**src/rtl/core/onewire_bus_master_core_macros.svh**
```systemverilog
// ----------------------------------------------------------------------------
// 1-Wire master assertion macros
// Shared property forms for the checks at the end of the core.
// ----------------------------------------------------------------------------
`ifndef ONEWIRE_BUS_MASTER_CORE_MACROS_SVH
`define ONEWIRE_BUS_MASTER_CORE_MACROS_SVH

// Same-cycle implication, disabled while reset is asserted.
`define OW_ASSERT_NOW(label, clk, rst_n, ante, cons) \
	label: assert property (@(posedge clk) disable iff (!rst_n) (ante) |-> (cons)) \
		else $error("onewire check failed");

// Next-cycle implication, disabled while reset is asserted.
`define OW_ASSERT_NEXT(label, clk, rst_n, ante, cons) \
	label: assert property (@(posedge clk) disable iff (!rst_n) (ante) |=> (cons)) \
		else $error("onewire check failed");

`endif

```
**src/rtl/core/ow_pkg.sv**
```systemverilog
// ----------------------------------------------------------------------------
// 1-Wire master package
// Phase encoding, command codes and the state and result records.
// ----------------------------------------------------------------------------
`timescale 1ns / 1ps
`default_nettype none

package ow_pkg;

	// Command codes carried on the input beat.
	localparam logic [1:0] CMD_TICK  = 2'd0;
	localparam logic [1:0] CMD_RESET = 2'd1;
	localparam logic [1:0] CMD_SEND  = 2'd2;
	localparam logic [1:0] CMD_RECV  = 2'd3;

	// Timing register indexes.
	localparam int NUM_REGS = 8;
	localparam logic [3:0] REG_RESET_LOW    = 4'd0;
	localparam logic [3:0] REG_PRES_WAIT    = 4'd1;
	localparam logic [3:0] REG_RESET_REC    = 4'd2;
	localparam logic [3:0] REG_WRITE_LOW    = 4'd3;
	localparam logic [3:0] REG_WRITE_HOLD   = 4'd4;
	localparam logic [3:0] REG_READ_LOW     = 4'd5;
	localparam logic [3:0] REG_READ_SAMPLE  = 4'd6;
	localparam logic [3:0] REG_READ_RECOVER = 4'd7;

	typedef logic [9:0] tval_t;
	typedef tval_t [NUM_REGS-1:0] timing_t;

	// Reset values of the timing registers, in microsecond ticks.
	localparam timing_t TIMING_RESET = {
		10'd50, 10'd5, 10'd5, 10'd50, 10'd10, 10'd500, 10'd70, 10'd500
	};

	typedef enum logic [3:0] {
		PH_IDLE    = 4'd0,
		PH_RST_LOW = 4'd1,
		PH_RST_WT  = 4'd2,
		PH_RST_REC = 4'd3,
		PH_WR_LOW  = 4'd4,
		PH_WR_HOLD = 4'd5,
		PH_RD_LOW  = 4'd6,
		PH_RD_WT   = 4'd7,
		PH_RD_REC  = 4'd8
	} phase_t;

	typedef struct packed {
		phase_t     phase;
		logic [1:0] op_kind;
		tval_t      slot_timer;
		logic [2:0] bit_index;
		logic [7:0] shift_reg;
		logic       presence;
	} ow_state_t;

	typedef struct packed {
		logic       drive_low;
		logic       busy_res;
		logic       done_res;
		logic       presence_bit;
		logic [7:0] byte_out;
		logic       cmd_rejected;
	} ow_result_t;

endpackage

`default_nettype wire

```
**src/rtl/core/ow_step.sv**
```systemverilog
// ----------------------------------------------------------------------------
// 1-Wire master tick step
// Next-state and result logic for one microsecond tick of bus timing.
// ----------------------------------------------------------------------------
`timescale 1ns / 1ps
`default_nettype none

module ow_step (
	input  wire ow_pkg::ow_state_t  cur,
	input  wire ow_pkg::timing_t    timing,
	input  wire logic [1:0]         cmd,
	input  wire logic [7:0]         byte_in,
	input  wire logic               line_level,
	output ow_pkg::ow_state_t       nxt,
	output ow_pkg::ow_result_t      res
);

	// Length of a phase in ticks; a zero register counts as one tick.
	function automatic ow_pkg::tval_t phase_len(input ow_pkg::phase_t ph,
			input ow_pkg::timing_t t);
		ow_pkg::tval_t v;
		begin
			unique case (ph)
				ow_pkg::PH_RST_LOW: v = t[ow_pkg::REG_RESET_LOW[2:0]];
				ow_pkg::PH_RST_WT:  v = t[ow_pkg::REG_PRES_WAIT[2:0]];
				ow_pkg::PH_RST_REC: v = t[ow_pkg::REG_RESET_REC[2:0]];
				ow_pkg::PH_WR_LOW:  v = t[ow_pkg::REG_WRITE_LOW[2:0]];
				ow_pkg::PH_WR_HOLD: v = t[ow_pkg::REG_WRITE_HOLD[2:0]];
				ow_pkg::PH_RD_LOW:  v = t[ow_pkg::REG_READ_LOW[2:0]];
				ow_pkg::PH_RD_WT:   v = t[ow_pkg::REG_READ_SAMPLE[2:0]];
				ow_pkg::PH_RD_REC:  v = t[ow_pkg::REG_READ_RECOVER[2:0]];
				default:            v = 10'd1;
			endcase
			phase_len = (v == 10'd0) ? 10'd1 : v;
		end
	endfunction

	always_comb begin
		ow_pkg::ow_state_t s;
		logic       slot_end;
		logic       cur_bit;
		ow_pkg::phase_t ph_next;
		s = cur;
		slot_end = 1'b0;
		cur_bit = 1'b0;
		ph_next = ow_pkg::PH_IDLE;
		res = '0;

		// Command intake: start an operation when idle, flag it when busy.
		if (s.phase != ow_pkg::PH_IDLE) begin
			res.cmd_rejected = (cmd != ow_pkg::CMD_TICK);
		end else if (cmd != ow_pkg::CMD_TICK) begin
			s.op_kind = cmd;
			s.bit_index = 3'd0;
			case (cmd)
				ow_pkg::CMD_RESET: s.phase = ow_pkg::PH_RST_LOW;
				ow_pkg::CMD_SEND: begin
					s.shift_reg = byte_in;
					s.phase = ow_pkg::PH_WR_LOW;
				end
				default: begin
					s.shift_reg = 8'd0;
					s.phase = ow_pkg::PH_RD_LOW;
				end
			endcase
			s.slot_timer = phase_len(s.phase, timing);
		end

		// Bus drive and timer for the active phase.
		if (s.phase != ow_pkg::PH_IDLE) begin
			cur_bit = s.shift_reg[s.bit_index];
			unique case (s.phase) inside
				ow_pkg::PH_RST_LOW, ow_pkg::PH_WR_LOW, ow_pkg::PH_RD_LOW:
					res.drive_low = 1'b1;
				ow_pkg::PH_WR_HOLD: res.drive_low = ~cur_bit;
				default:            res.drive_low = 1'b0;
			endcase

			s.slot_timer = s.slot_timer - 10'd1;
			if (s.slot_timer == 10'd0) begin
				unique case (s.phase) inside
					ow_pkg::PH_RST_LOW: ph_next = ow_pkg::PH_RST_WT;
					ow_pkg::PH_RST_WT: begin
						s.presence = line_level;
						ph_next = ow_pkg::PH_RST_REC;
					end
					ow_pkg::PH_WR_LOW: ph_next = ow_pkg::PH_WR_HOLD;
					ow_pkg::PH_RD_LOW: ph_next = ow_pkg::PH_RD_WT;
					ow_pkg::PH_RD_WT: begin
						if (line_level) begin
							s.shift_reg[s.bit_index] = 1'b1;
						end
						ph_next = ow_pkg::PH_RD_REC;
					end
					ow_pkg::PH_WR_HOLD, ow_pkg::PH_RD_REC: slot_end = 1'b1;
					default: begin
						// Reset recovery ends the operation.
						res.done_res = (s.phase == ow_pkg::PH_RST_REC);
						ph_next = ow_pkg::PH_IDLE;
					end
				endcase

				// Next bit slot, or the end of the byte.
				if (slot_end) begin
					if (s.bit_index == 3'd7) begin
						ph_next = ow_pkg::PH_IDLE;
						res.done_res = 1'b1;
						if (s.op_kind == ow_pkg::CMD_RECV) begin
							res.byte_out = s.shift_reg;
						end
						s.bit_index = 3'd0;
					end else begin
						s.bit_index = s.bit_index + 3'd1;
						ph_next = (s.op_kind == ow_pkg::CMD_SEND) ?
							ow_pkg::PH_WR_LOW : ow_pkg::PH_RD_LOW;
					end
				end

				s.phase = ph_next;
				if (ph_next != ow_pkg::PH_IDLE) begin
					s.slot_timer = phase_len(ph_next, timing);
				end
			end
		end

		res.busy_res = (s.phase != ow_pkg::PH_IDLE);
		res.presence_bit = s.presence;
		nxt = s;
	end

endmodule

`default_nettype wire

```
**src/rtl/core/onewire_bus_master_core.sv**
```systemverilog
// One-wire bus master core. Every input beat is one microsecond tick carrying
// the sampled bus level and an optional command (reset with presence detect,
// send a byte, receive a byte, least significant bit first), and every tick
// yields exactly one result beat with the open-drain drive, busy, done,
// presence, received byte and a reject flag for commands given while busy.
// A beat is taken on every clock that the sink's tready allows: it passes an input
// register, the tick logic and a result register, and throughput is one beat per
// cycle, set only by the sink's tready. Slot timings are eight 10-bit registers
// on the cfg port, which the user must write only while the core is idle; the core does not enforce it.
`timescale 1ns / 1ps
`default_nettype none

`include "onewire_bus_master_core_macros.svh"

// ----------------------------------------------------------------------------
// 1-Wire bus master core
// Input register, tick step logic, result register and timing registers.
// ----------------------------------------------------------------------------
module onewire_bus_master_core (
	input  wire logic        clk,
	input  wire logic        arst_n,
	// Input beats.
	input  wire logic        s_tvalid,
	output logic             s_tready,
	input  wire logic [15:0] s_tdata,   // [7:0] byte_in, [8] line_level, rest zero
	input  wire logic [1:0]  s_tuser,   // [1:0] cmd
	// Result beats.
	output logic             m_tvalid,
	input  wire logic        m_tready,
	output logic [15:0]      m_tdata,   // [0] drive_low, [1] busy_res, [2] done_res,
	                                    // [3] presence_bit, [11:4] byte_out,
	                                    // [12] cmd_rejected, rest zero
	// Timing register writes.
	input  wire logic        cfg_valid,
	output logic             cfg_ready,
	input  wire logic [3:0]  cfg_index,
	input  wire logic [9:0]  cfg_data
);

	logic               valid_s1;
	logic [1:0]         cmd_s1;
	logic [7:0]         byte_s1;
	logic               level_s1;
	logic               advance;
	logic               out_valid_q;
	ow_pkg::ow_result_t out_q;
	ow_pkg::ow_state_t  state_q;
	ow_pkg::ow_state_t  state_nxt;
	ow_pkg::ow_result_t res_nxt;
	ow_pkg::timing_t    timing_q;

	// The held beat moves on when the result register is free or being taken.
	assign advance   = valid_s1 & (~out_valid_q | m_tready);
	assign s_tready  = ~valid_s1 | advance;
	assign cfg_ready = 1'b1;

	// Input register.
	always_ff @(posedge clk or negedge arst_n) begin
		if (!arst_n) begin
			valid_s1 <= 1'b0;
		end else if (s_tready) begin
			valid_s1 <= s_tvalid;
		end
	end

	always_ff @(posedge clk) begin
		if (s_tready && s_tvalid) begin
			cmd_s1   <= s_tuser;
			byte_s1  <= s_tdata[7:0];
			level_s1 <= s_tdata[8];
		end
	end

	// Timing registers; writes beyond the list are dropped.
	always_ff @(posedge clk or negedge arst_n) begin
		if (!arst_n) begin
			timing_q <= ow_pkg::TIMING_RESET;
		end else if (cfg_valid && cfg_index <= ow_pkg::REG_READ_RECOVER) begin
			timing_q[cfg_index[2:0]] <= cfg_data;
		end
	end

	// Tick step logic.
	ow_step u_step (
		.cur        (state_q),
		.timing     (timing_q),
		.cmd        (cmd_s1),
		.byte_in    (byte_s1),
		.line_level (level_s1),
		.nxt        (state_nxt),
		.res        (res_nxt)
	);

	// Bus state, updated once per processed tick.
	always_ff @(posedge clk or negedge arst_n) begin
		if (!arst_n) begin
			state_q.phase      <= ow_pkg::PH_IDLE;
			state_q.op_kind    <= 2'd0;
			state_q.slot_timer <= 10'd0;
			state_q.bit_index  <= 3'd0;
			state_q.shift_reg  <= 8'd0;
			state_q.presence   <= 1'b1;
		end else if (advance) begin
			state_q <= state_nxt;
		end
	end

	// Result register.
	always_ff @(posedge clk or negedge arst_n) begin
		if (!arst_n) begin
			out_valid_q <= 1'b0;
		end else if (advance) begin
			out_valid_q <= 1'b1;
		end else if (m_tready) begin
			out_valid_q <= 1'b0;
		end
	end

	always_ff @(posedge clk) begin
		if (advance) begin
			out_q <= res_nxt;
		end
	end

	assign m_tvalid = out_valid_q;
	assign m_tdata  = {3'd0, out_q.cmd_rejected, out_q.byte_out, out_q.presence_bit,
		out_q.done_res, out_q.busy_res, out_q.drive_low};

	// Checks on the core's own bookkeeping.
	`OW_ASSERT_NOW(a_timer_live, clk, arst_n, state_q.phase != ow_pkg::PH_IDLE,
		state_q.slot_timer != 10'd0)
	`OW_ASSERT_NOW(a_done_not_busy, clk, arst_n, out_valid_q && out_q.done_res,
		!out_q.busy_res)
	`OW_ASSERT_NOW(a_byte_on_done, clk, arst_n, out_valid_q && out_q.byte_out != 8'd0,
		out_q.done_res)
	`OW_ASSERT_NEXT(a_advance_result, clk, arst_n, advance, out_valid_q)

endmodule

`default_nettype wire
```
**config.mk**
```make
export PLATFORM = sky130hd
export DESIGN_NAME = onewire_bus_master_core
export DESIGN_NICKNAME = d
export VERILOG_FILES = /design/src/rtl/core/ow_pkg.sv /design/src/rtl/core/ow_step.sv /design/src/rtl/core/onewire_bus_master_core.sv
export VERILOG_INCLUDE_DIRS = /design/src /design/src/rtl/core
export SDC_FILE = /design/constraint.sdc
export NUM_CORES = 1
export LEC_CHECK = 0
export BUFFER_PORTS_ARGS = -buffer_cell sky130_fd_sc_hd__buf_2
export CAP_MARGIN = 15
export CELL_PAD_IN_SITES_DETAIL_PLACEMENT = 1
export CELL_PAD_IN_SITES_GLOBAL_PLACEMENT = 2
export CORE_ASPECT_RATIO = 1.5
export CORE_MARGIN = 4
export CORE_UTILIZATION = 36
export CTS_CLUSTER_SIZE = 40
export DETAILED_ROUTE_END_ITERATION = 8
export PLACE_DENSITY = 0.87
export SYNTH_ARGS = -nofsm -noshare
export SYNTH_HDL_FRONTEND = slang
export SYNTH_SLANG_ARGS = --single-unit
```
**constraint.sdc**
```tcl
create_clock -name clk -period 3.8 [get_ports clk]
set_input_delay 0.38 -clock clk [delete_from_list [all_inputs] [get_ports clk]]
set_output_delay 0.38 -clock clk [all_outputs]
set_load 0.05 [all_outputs]
```
# == After elaboration in Yosys (flattened, before gate mapping) ==
# Cells that the tools add are included.
# classes
add_sub_neg,2
n_mul,0
n_div,0
n_lt_le_gt_ge,5
eq_ne,29
shifts,0
mux,47
bitwise_logic,7
reduce_logical,18
# op_table
op,count
one-hot mux 10 bit (8 select lines),2
2-to-1 mux 10 bit,9
bitwise mux 80 bit,1
2-to-1 mux 27 bit,2
== test 4 x 3 -> 1 bit (second input constant),12
2-to-1 mux 22 bit,2
2-to-1 mux 4 bit,8
demux 10 bit (select 3 bit),1
logical NOT 10 bit,3
== test 4 x 2 -> 1 bit (second input constant),6
one-hot mux 4 bit (5 select lines),1
2-to-1 mux 8 bit,2
one-hot mux 8 bit (2 select lines),1
nonzero test 4 bit,4
== test 4 x 1 -> 1 bit (second input constant),3
== test 4 bit (second input constant),3
2-to-1 mux 1 bit,11
subtractor 10 x 1 -> 10 bit (second input constant),1
less-than comparator 3 x 4 -> 1 bit (second input constant),2
OR 8 bit,1
OR reduction 7 bit,1
== test 2 bit (second input constant),3
>= comparator 3 x 1 -> 1 bit (second input constant),2
2-to-1 mux 3 bit,2
other kinds (18),25
# totals
ff_bits,134
latchBits,0
ram_bits,0
mem_bits_ro,0
in_bits,37
output_inout_bits,19
elab_cells,133
memories,0

# == Longest topological paths before layout ==
# Gate-level depths: netlist of the first run.
# logic_depth
depth_word,30
mapped_depth,18

# == Hierarchy ==
# Synthesis of the first run repeated with hierarchy kept, for this count alone.
# hier_totals
hier_cells,665
area_unflattened_um2,7624.8
# by_module_without_submodules
module,n_inst,cells_per_inst,area_per_inst_um2,seq_area_each_um2
onewire_bus_master_core,1,276,5071.1,3508.4
ow_step,1,389,2553.7,0.0

# == Worst setup path after synthesis of the first run ==
# OpenSTA, ideal clock, no wires.
# synth_timing
kind,reg-to-reg
from,reg cmd_s1[0]
to,reg state_q[24] (netlist bit)
arrival_time_ns,3.428
required_time_ns,3.677
path_slack_ns,0.250
path_stages_with_launch,17
path_buffers,2
cell_sequence,edfxtp_1 -> inv_1 -> ha_1 -> buf_6 -> o21bai_4 -> a41oi_1 -> nor4_1 -> nand4_1 -> o21ai_2 -> buf_6 -> inv_1 -> ha_1 -> xnor2_1 -> nor3_2 -> nand2_1 -> or4_1 -> o221a_2
# synth_between
elab_chain_len,16
# synth_rtl
item,line_no,rtl
"start, declared",onewire_bus_master_core.sv:41,logic [1:0] cmd_s1;
"start signal, assigned",onewire_bus_master_core.sv:68,cmd_s1 <= s_tuser;
== test 2 bit / == test 2 x 1 -> 1 bit (equally long branches),ow_step.sv:55,case (cmd)
one-hot mux 3 bit (2 select lines),ow_step.sv:55,
2-to-1 mux 4 bit,ow_step.sv:52,end else if (cmd != ow_pkg::CMD_TICK) begin
2-to-1 mux 4 bit,ow_step.sv:50,if (s.phase != ow_pkg::PH_IDLE) begin
"== test 4 bit, or another cell as far along",ow_step.sv:23,unique case (ph)
one-hot mux 10 bit (8 select lines) / 2-to-1 mux 27 bit (equally long branches),"ow_step.sv:23, ow_step.sv:50",
"2-to-1 mux 10 bit, or another cell as far along",ow_step.sv:52,
2-to-1 mux 10 bit / OR reduction 2 bit (equally long branches),"ow_step.sv:50, ow_step.sv:81",
logical NOT 10 bit / 2-to-1 mux 1 bit (equally long branches),"ow_step.sv:34, ow_step.sv:81",
2-to-1 mux 10 bit / 2-to-1 mux 1 bit (equally long branches),"ow_step.sv:34, ow_step.sv:80",
2-to-1 mux 27 bit *,ow_step.sv:52,
2-to-1 mux 27 bit *,ow_step.sv:50,
subtractor 10 x 1 -> 10 bit / 2-to-1 mux 4 bit (equally long branches),"ow_step.sv:79, ow_step.sv:80",
logical NOT 10 bit / 2-to-1 mux 4 bit (equally long branches),"ow_step.sv:80, ow_step.sv:70",
2-to-1 mux 4 bit,ow_step.sv:80,if (s.slot_timer == 10'd0) begin
2-to-1 mux 4 bit *,ow_step.sv:70,if (s.phase != ow_pkg::PH_IDLE) begin
"end signal, assigned",onewire_bus_master_core.sv:104,state_q <= state_nxt;
"end, declared",onewire_bus_master_core.sv:47,ow_pkg::ow_state_t state_q;
# Every way passes the cells marked *; elsewhere a longest branch is shown, timed or not. The select of a mux whose other input is x is not followed.
# A chain may end at the register's enable or synchronous reset.

# == Final worst setup path of the first run ==
# layout_timing
from,reg cmd_s1[1]
to,"reg out_q (netlist bit m_tdata[4]), data pin"
# layout_between
elab_chain_len,15
# layout_rtl
item,line_no,rtl
== test 2 bit / == test 2 x 1 -> 1 bit (equally long branches),ow_step.sv:55,
one-hot mux 3 bit (2 select lines),ow_step.sv:55,
2-to-1 mux 4 bit,ow_step.sv:52,
2-to-1 mux 4 bit,ow_step.sv:50,
"== test 4 bit, or another cell as far along",ow_step.sv:23,
one-hot mux 10 bit (8 select lines),ow_step.sv:23,
2-to-1 mux 10 bit,ow_step.sv:52,
2-to-1 mux 10 bit,ow_step.sv:50,
logical NOT 10 bit,ow_step.sv:34,phase_len = (v == 10'd0) ? 10'd1 : v;
2-to-1 mux 10 bit,ow_step.sv:34,
2-to-1 mux 27 bit *,ow_step.sv:52,
2-to-1 mux 27 bit *,ow_step.sv:50,
subtractor 10 x 1 -> 10 bit,ow_step.sv:79,s.slot_timer = s.slot_timer - 10'd1;
logical NOT 10 bit,ow_step.sv:80,
AND reduction 5 bit (no source line),--,
"end signal, assigned",onewire_bus_master_core.sv:121,out_q <= res_nxt;
"end, declared",onewire_bus_master_core.sv:46,ow_pkg::ow_result_t out_q;
# Marked as above.

==> results.txt, run 1 <==
Global-route wire length before repair: 37.4 mm
Yosys cell types: 79
Starting density of the core: 0.367
Total CTS buffers: 17
Number of port buffers: 44
Endpoints failing setup: 0
DRT Wirelength: 23.9 mm
Sinks on the clock net: 134
Synth Area per Inst: 10.5 sq um
Worst VDD drop: 0.000392 V
Worst r2r src: cmd_s1[1]
DR pass1 iterations: 5
Synth async-reset ratio: 0.821
WL/cell: 21.9 microns
Power Total: 6650 uW
ANT nets after route: 0
Gr usage total: 0.210
Largest net degree at the start of global routing: 65
Number of synthesized register bits: 134
Synthesized area: 7500 sq um
Area Growth Syn to Fin: 21.9%
Area contributors post-synth: dfrtp_1 27%, mux2_2 11%, dfstp_2 9.8%, edfxtp_1 9.6%, o21ai_0 3.8%
FF-to-FF End: m_tdata[4]
Unrepaired setup endpoints after global routing: no
Power Density: 728 nW/um^2
Delay-heaviest family, CP: compound AO/OA/AOI/OAI gates
CTS tree: done
NumNets Final: 862
Worst-path clk slew: 0.06 ns
Post-synth top area cell: dfrtp_1
Row cnt: 64
Area of the multi-input gates: 3730 sq um
Flop2flop setup slack: 0.23 ns
I/O pins: 56
Initial antenna violation count: 0
Seq. cell area: 3510 sq um
Final count of pins violating max slew: 0
Register area share after synthesis: 0.468
Startpoint class of the critical path: register
Filler Cells Inserted: 2326
Initial DRC count: 327
Clk buf depth: 2
H-tree Lvls: 4
Dpl hpwl: 18.0 mm
Max-cap violations: 0
Worst reg2reg path depth: 14
CORE AREA: 20400 sq um
Diodes inserted: 0
Crit end category: register
GRT overflow: 0
Layout cell share with drive strength beyond 1: 0.353
EDFF count, synth: 24
Drt drc: 0
Fin Clk Skew: 0.0100 ns
Worst hold path type: primary input to async pin
Data required time of the critical path: 4.02 ns
Post-Syn Instances: 713
Vias: 6253
Final period util: 0.939
WP buf/inv: 2
Die Wd: 126 microns
Final hold violations: 0
Slowest CP cell: o41ai_2
Die ar.: 23200 sq um
Worst-Margin Slew: 0.891 ns
RePlAce Congestion: 0.938
Critical Path Max Stage Delay: 0.40 ns
Max-slew headroom: 0.406
Main flop type after synthesis: dfrtp_1
LEAKAGE: 0.00378 uW
Worst-Skew Late Latency: 0.43 ns
Die Span Y: 185 microns
Vias/cell: 5.72
Status: complete, no violations
Top achievable clock speed: 0.280 GHz
CP Class: register to register
Worst-path cell chain: buf_4 > ha_2 > a21oi_2 > o21ai_0 > o41ai_2 > nand3b_1 > o21ai_2 > inv_1 > ha_1 > xnor2_1 > nor3_2 > nand2_1 > nor3_2 > a21boi_0
Final min period: 3.57 ns
CP arrival: 3.79 ns
Setup TNS: 0 ns
YS warnings: 0
Critical path's most frequent cell: nor3_2
Vias in the first global route: 6823
Post-synth top area share: 0.274
Crit Path Max Fanout: 7
Clock Tree Root: clkbuf_16
-- how the worst max path moves through the flow --
stage                          from           to  slack, ns  depth (start not counted)
after global placement    cmd_s1[0]   m_tdata[2]       0.04                         13
after floorplan           cmd_s1[0]  state_q[24]       0.25                         16
final                     cmd_s1[1]   m_tdata[4]       0.23                         14
after detailed placement  cmd_s1[0]   state_q[5]      0.008                         12
after global routing      cmd_s1[1]  state_q[13]       0.01                         16
after CTS                 cmd_s1[1]   state_q[4]       0.03                         12
-- report_power, final --
part,total (uW),switching (uW),internal (uW)
clock,1740,616,1120
combinational,2780,1660,1130
sequential,2140,273,1860
-- cells in the mapped netlist, drive strengths merged (2+ instances only) --
master and n:
dfrtp 82, mux2 76, nand2 67, o21ai 61
nor2 41, a21oi 33, dfstp 28, inv 28
nand3 25, edfxtp 24, nor3 24, a22oi 22
buf 20, clkbuf 20, mux2i 17, a222oi 11
ha 8, nand2b 8, xnor2 7, a211oi 6
nand4 6, nor4 6, o21a 6, o41ai 6
a22o 5, nand3b 5, nor2b 5, nor3b 5
o31ai 5, a2bb2oi 4, o21bai 4, o221ai 4
or3 4, a21boi 3, a221oi 3, a31oi 3
and3 3, xor2 3, and2 2, conb 2
o221a 2, o32ai 2, or4 2
-- cells in the final DEF (no fill, tap or decap), types with 20 or more instances in the layout --
cell and instances:
a22oi_1 20, dfrtp_1 82, nor2_1 38, mux2_2 76, buf_2 43, buf_4 78, o21ai_0 55, a21oi_1 32
edfxtp_1 24, inv_1 26, nand2_1 65, dfstp_2 28, nand3_1 24
-- metal layers --
metal / part of all wire / GRT usage
met1: 0.38 / 0.222
met2: 0.54 / 0.395
met3: 0.031 / 0.0331
met4: 0.047 / 0.114
met5: 0 / 0
-- flip-flops by register name, indices dropped and copies added, names as in the netlist --
register / cells
m_tdata: 13
timing_q: 80
byte_s1: 8
m_tvalid: 1
cmd_s1: 2
valid_s1: 1
level_s1: 1
state_q: 28
-- final cells by class --
cell class                      count  area share
Multi-Input combinational cell    513       0.408
Sequential cell                   134       0.384
Timing Repair Buffer              123      0.0920
Clock buffer                       25      0.0554
Tap cell                          264      0.0361
Clock inverter                      7      0.0126
Inverter                           28      0.0119
-- cells by family (layout without fill, tap and decap cells) --
| logic type | count (synthesis) | count (layout) | synth area share |
|---|---|---|---|
| compound gates | 191 | 191 | 0.185 |
| buf+inv | 68 | 183 | 0.0416 |
| fa+ha+maj | 8 | 8 | 0.0134 |
| other cells | 2 | 4 | 0.00100 |
| flops | 134 | 134 | 0.468 |
| xor+xnor | 10 | 10 | 0.0117 |
| simple gates | 207 | 207 | 0.142 |
| mux | 93 | 93 | 0.137 |
-- timing repair --
action,CTS,global route
hold buffers,0,0
pin swaps,0,0
setup buffers,0,0
gates resized for setup,1,10
endpoints found under the setup margin,2,36
-- stage by stage --
| step | util | cells | hold slack [ns] | area [sq um] | setup slack (ns) |
|---|---|---|---|---|---|
| after global routing | 0.448 | 1094 | 0.111 | 9140 | 0.0138 |
| after CTS | 0.445 | 1094 | 0.0935 | 9090 | 0.0295 |
| after detailed placement | 0.415 | 1062 | 0.488 | 8470 | 0.00751 |
| after global placement | 0.415 | 1062 | 0.465 | 8470 | 0.0430 |
| final | 0.448 | 1094 | 0.0610 | 9140 | 0.231 |
| after floorplan | - | 715 | 0.0844 | 7500 | 0.250 |
(Power assumes the default switching activity.)
==> run 2, diff against run 1 <==
--- a/config.mk
+++ b/config.mk
@@ -11,11 +11,12 @@
 export CELL_PAD_IN_SITES_DETAIL_PLACEMENT = 1
 export CELL_PAD_IN_SITES_GLOBAL_PLACEMENT = 2
 export CORE_ASPECT_RATIO = 1.5
-export CORE_MARGIN = 4
+export CORE_MARGIN = 10
 export CORE_UTILIZATION = 36
 export CTS_CLUSTER_SIZE = 40
 export DETAILED_ROUTE_END_ITERATION = 8
-export PLACE_DENSITY = 0.87
+export PLACE_DENSITY = 0.8
 export SYNTH_ARGS = -nofsm -noshare
 export SYNTH_HDL_FRONTEND = slang
 export SYNTH_SLANG_ARGS = --single-unit
+export TNS_END_PERCENT = 10
==> run 2 against run 1 <==
Final cell count down 1.0%. Global-route usage down 2.0 points. Combinational power up 1%. Non-clock buffer count down 11. Clock power about the same. Core utilization down 0.18 points. Register-to-register slack worse by 0.05 ns. First-iteration DRC count up 13%.
==> results.txt, run 2 (same netlist as run 1, synthesis figures left out) <==
Final count of pins violating max slew: 0 (unchanged)
Flop2flop setup slack: 0.18 ns (was 0.23 ns)
CP arrival: 3.97 ns (was 3.79 ns)
Initial antenna violation count: 0 (unchanged)
Max FFs per register: 80 (unchanged)
Final period util: 0.952 (was 0.939)
Clock power share: 0.258 (was 0.261)
Critical Path Max Stage Delay: 0.37 ns (was 0.40 ns)
CTS tree: done (unchanged)
I/O pins: 56 (unchanged)
Worst reg2reg path depth: 17 (was 14)
GRT overflow: 0 (unchanged)
Global-route wire length before repair: 39.4 mm (was 37.4 mm)
Crit Path Max Fanout: 12 (was 7)
Worst r2r src: cmd_s1[0] (was cmd_s1[1])
Die Wd: 138 microns (was 126 microns)
Data required time of the critical path: 4.15 ns (was 4.02 ns)
Worst-Skew Late Latency: 0.44 ns (was 0.43 ns)
Layout cell share with drive strength beyond 1: 0.359 (was 0.353)
Dpl ws: -0.159 ns (was 0.00751 ns)
Vias in the first global route: 7005 (was 6823)
H-tree Lvls: 4 (unchanged)
Total CTS buffers: 17 (unchanged)
Total stage count of the critical path: 17 (was 14)
Switching power: 2650 uW (was 2540 uW)
Worst-path clk slew: 0.06 ns (about the same)
DRT Wirelength: 25.2 mm (was 23.9 mm)
Slowest CP cell: o41ai_2 (unchanged)
Drt drc: 0 (unchanged)
Crit end category: register (unchanged)
Power Density: 734 nW/um^2 (was 728 nW/um^2)
Starting density of the core: 0.367 (unchanged)
Sw Ratio: 0.396 (was 0.382)
Top achievable clock speed: 0.277 GHz (was 0.280 GHz)
Worst-path cell chain: inv_2 > buf_4 > ha_2 > buf_12 > a21oi_2 > o21ai_2 > o41ai_2 > nand3b_1 > o21ai_2 > inv_1 > ha_2 > xnor2_2 > nor3_2 > nand2_2 > buf_4 > or3_1 > a31oi_1 (was buf_4 > ha_2 > a21oi_2 > o21ai_0 > o41ai_2 > nand3b_1 > o21ai_2 > inv_1 > ha_1 > xnor2_1 > nor3_2 > nand2_1 > nor3_2 > a21boi_0)
Die Span Y: 197 microns (was 185 microns)
Worst VDD drop: 0.000447 V (was 0.000392 V)
Initial DRC count: 369 (was 327)
Min setup slack post-route: 0.183 ns (was 0.231 ns)
Commonest non-fill, non-tap cell in the layout: dfrtp_1 (unchanged)
Delay-heaviest family, CP: compound AO/OA/AOI/OAI gates (unchanged)
DR pass1 iterations: 6 (was 5)
Area Growth Syn to Fin: 21.4% (was 21.9%)
Number of port buffers: 44 (unchanged)
Critical path origin: cmd_s1[0] (was cmd_s1[1])
CORE AREA: 20400 sq um (unchanged)
Dpl hpwl: 18.6 mm (was 18.0 mm)
Worst hold path type: primary input to async pin (unchanged)
Endpoints failing setup: 0 (unchanged)
WL/cell: 23.3 microns (was 21.9 microns)
Most flops, register: timing_q (unchanged)
Die ar.: 27100 sq um (was 23200 sq um)
Vias: 6358 (was 6253)
NumNets Final: 851 (was 862)
Most frequent cells in the layout: 82 x dfrtp_1, 76 x mux2_2, 66 x buf_4, 64 x nand2_1, 54 x o21ai_0 (was 82 x dfrtp_1, 78 x buf_4, 76 x mux2_2, 65 x nand2_1, 55 x o21ai_0)
Gr usage total: 0.190 (was 0.210)
Diodes inserted: 0 (unchanged)
Vias/cell: 5.87 (was 5.72)
Status: complete, no violations (unchanged)
Sinks on the clock net: 134 (unchanged)
Startpoint class of the critical path: register (unchanged)
CP Class: register to register (unchanged)
Gate power share: 0.421 (was 0.418)
Int Pwr: 4040 uW (was 4110 uW)
Worst-Margin Slew: 1.05 ns (was 0.891 ns)
Final min period: 3.62 ns (was 3.57 ns)
Minimum hold slack: 0.105 ns (was 0.0610 ns)
ANT nets after route: 0 (unchanged)
Final hold violations: 0 (unchanged)
Max-slew headroom: 0.302 (was 0.406)
Clock Tree Root: clkbuf_16 (unchanged)
Largest net degree at the start of global routing: 77 (was 65)
Max-cap violations: 0 (unchanged)
Row cnt: 64 (unchanged)
RePlAce Congestion: 0.906 (was 0.938)
Sequential Power Share: 0.321 (about the same)
Fin Clk Skew: 0.00995 ns (was 0.0100 ns)
WP buf/inv: 5 (was 2)
Clk buf depth: 2 (unchanged)
LEAKAGE: 0.00373 uW (was 0.00378 uW)
## run 2: layer usage
layer	track usage	part of all wire
met1	0.190	0.35
met2	0.349	0.56
met3	0.0410	0.045
met4	0.110	0.045
met5	0	0
## run 2: power groups by stage
stage	registers [uW]	logic, uW	clock network [uW]
after global placement	2120	2620	0
after CTS	2130	2760	1750
after detailed placement	2150	2710	0
after floorplan	2110	1750	0
final	2140	2820	1720
after global routing	2180	3040	1820
## run 2: repair_timing
| item | 4_1_cts | 5_1_grt |
|---|---|---|
| setup endpoints to repair | 32 | 36 |
| setup buffers | 0 | 3 |
| gates resized for setup | 8 | 17 |
| hold buffers | 0 | 0 |
| pin swaps | 3 | 9 |
## run 2: worst paths after layout
| kind | to |
|---|---|
| min in group clk | byte_s1[3] |
| hold reg to reg | state_q[17] |
| setup reg to reg | state_q[13] |
| hold / removal | state_q[3] |
| max in group asynchronous | timing_q[33] |
| setup / recovery | state_q[13] |
## run 2: area by class of cell
type	count	area, sq um
timing repair buffer	112	762
sequential	134	3510
clock inverter	12	151
multi-input combinational	513	3780
tap	264	330
inverter	28	109
fill	2291	11300
clock buffer	20	458
## run 2: through the flow
| stage | utilization | instances | total power [uW] | cell area (sq um) | setup TNS (ns) |
|---|---|---|---|---|---|
| 6_report | 0.446 | 1083 | 6680 | 9100 | 0 |
| 4_1_cts | 0.442 | 1080 | 6650 | 9020 | 0 |
| 3_5_place_dp | 0.410 | 1048 | 4860 | 8360 | -1.46 |
| 3_3_place_gp | 0.410 | 1048 | 4740 | 8360 | -0.00114 |
| 5_1_grt | 0.446 | 1083 | 7040 | 9100 | -0.0376 |
| 2_1_floorplan | - | 715 | 3860 | 7500 | 0 |
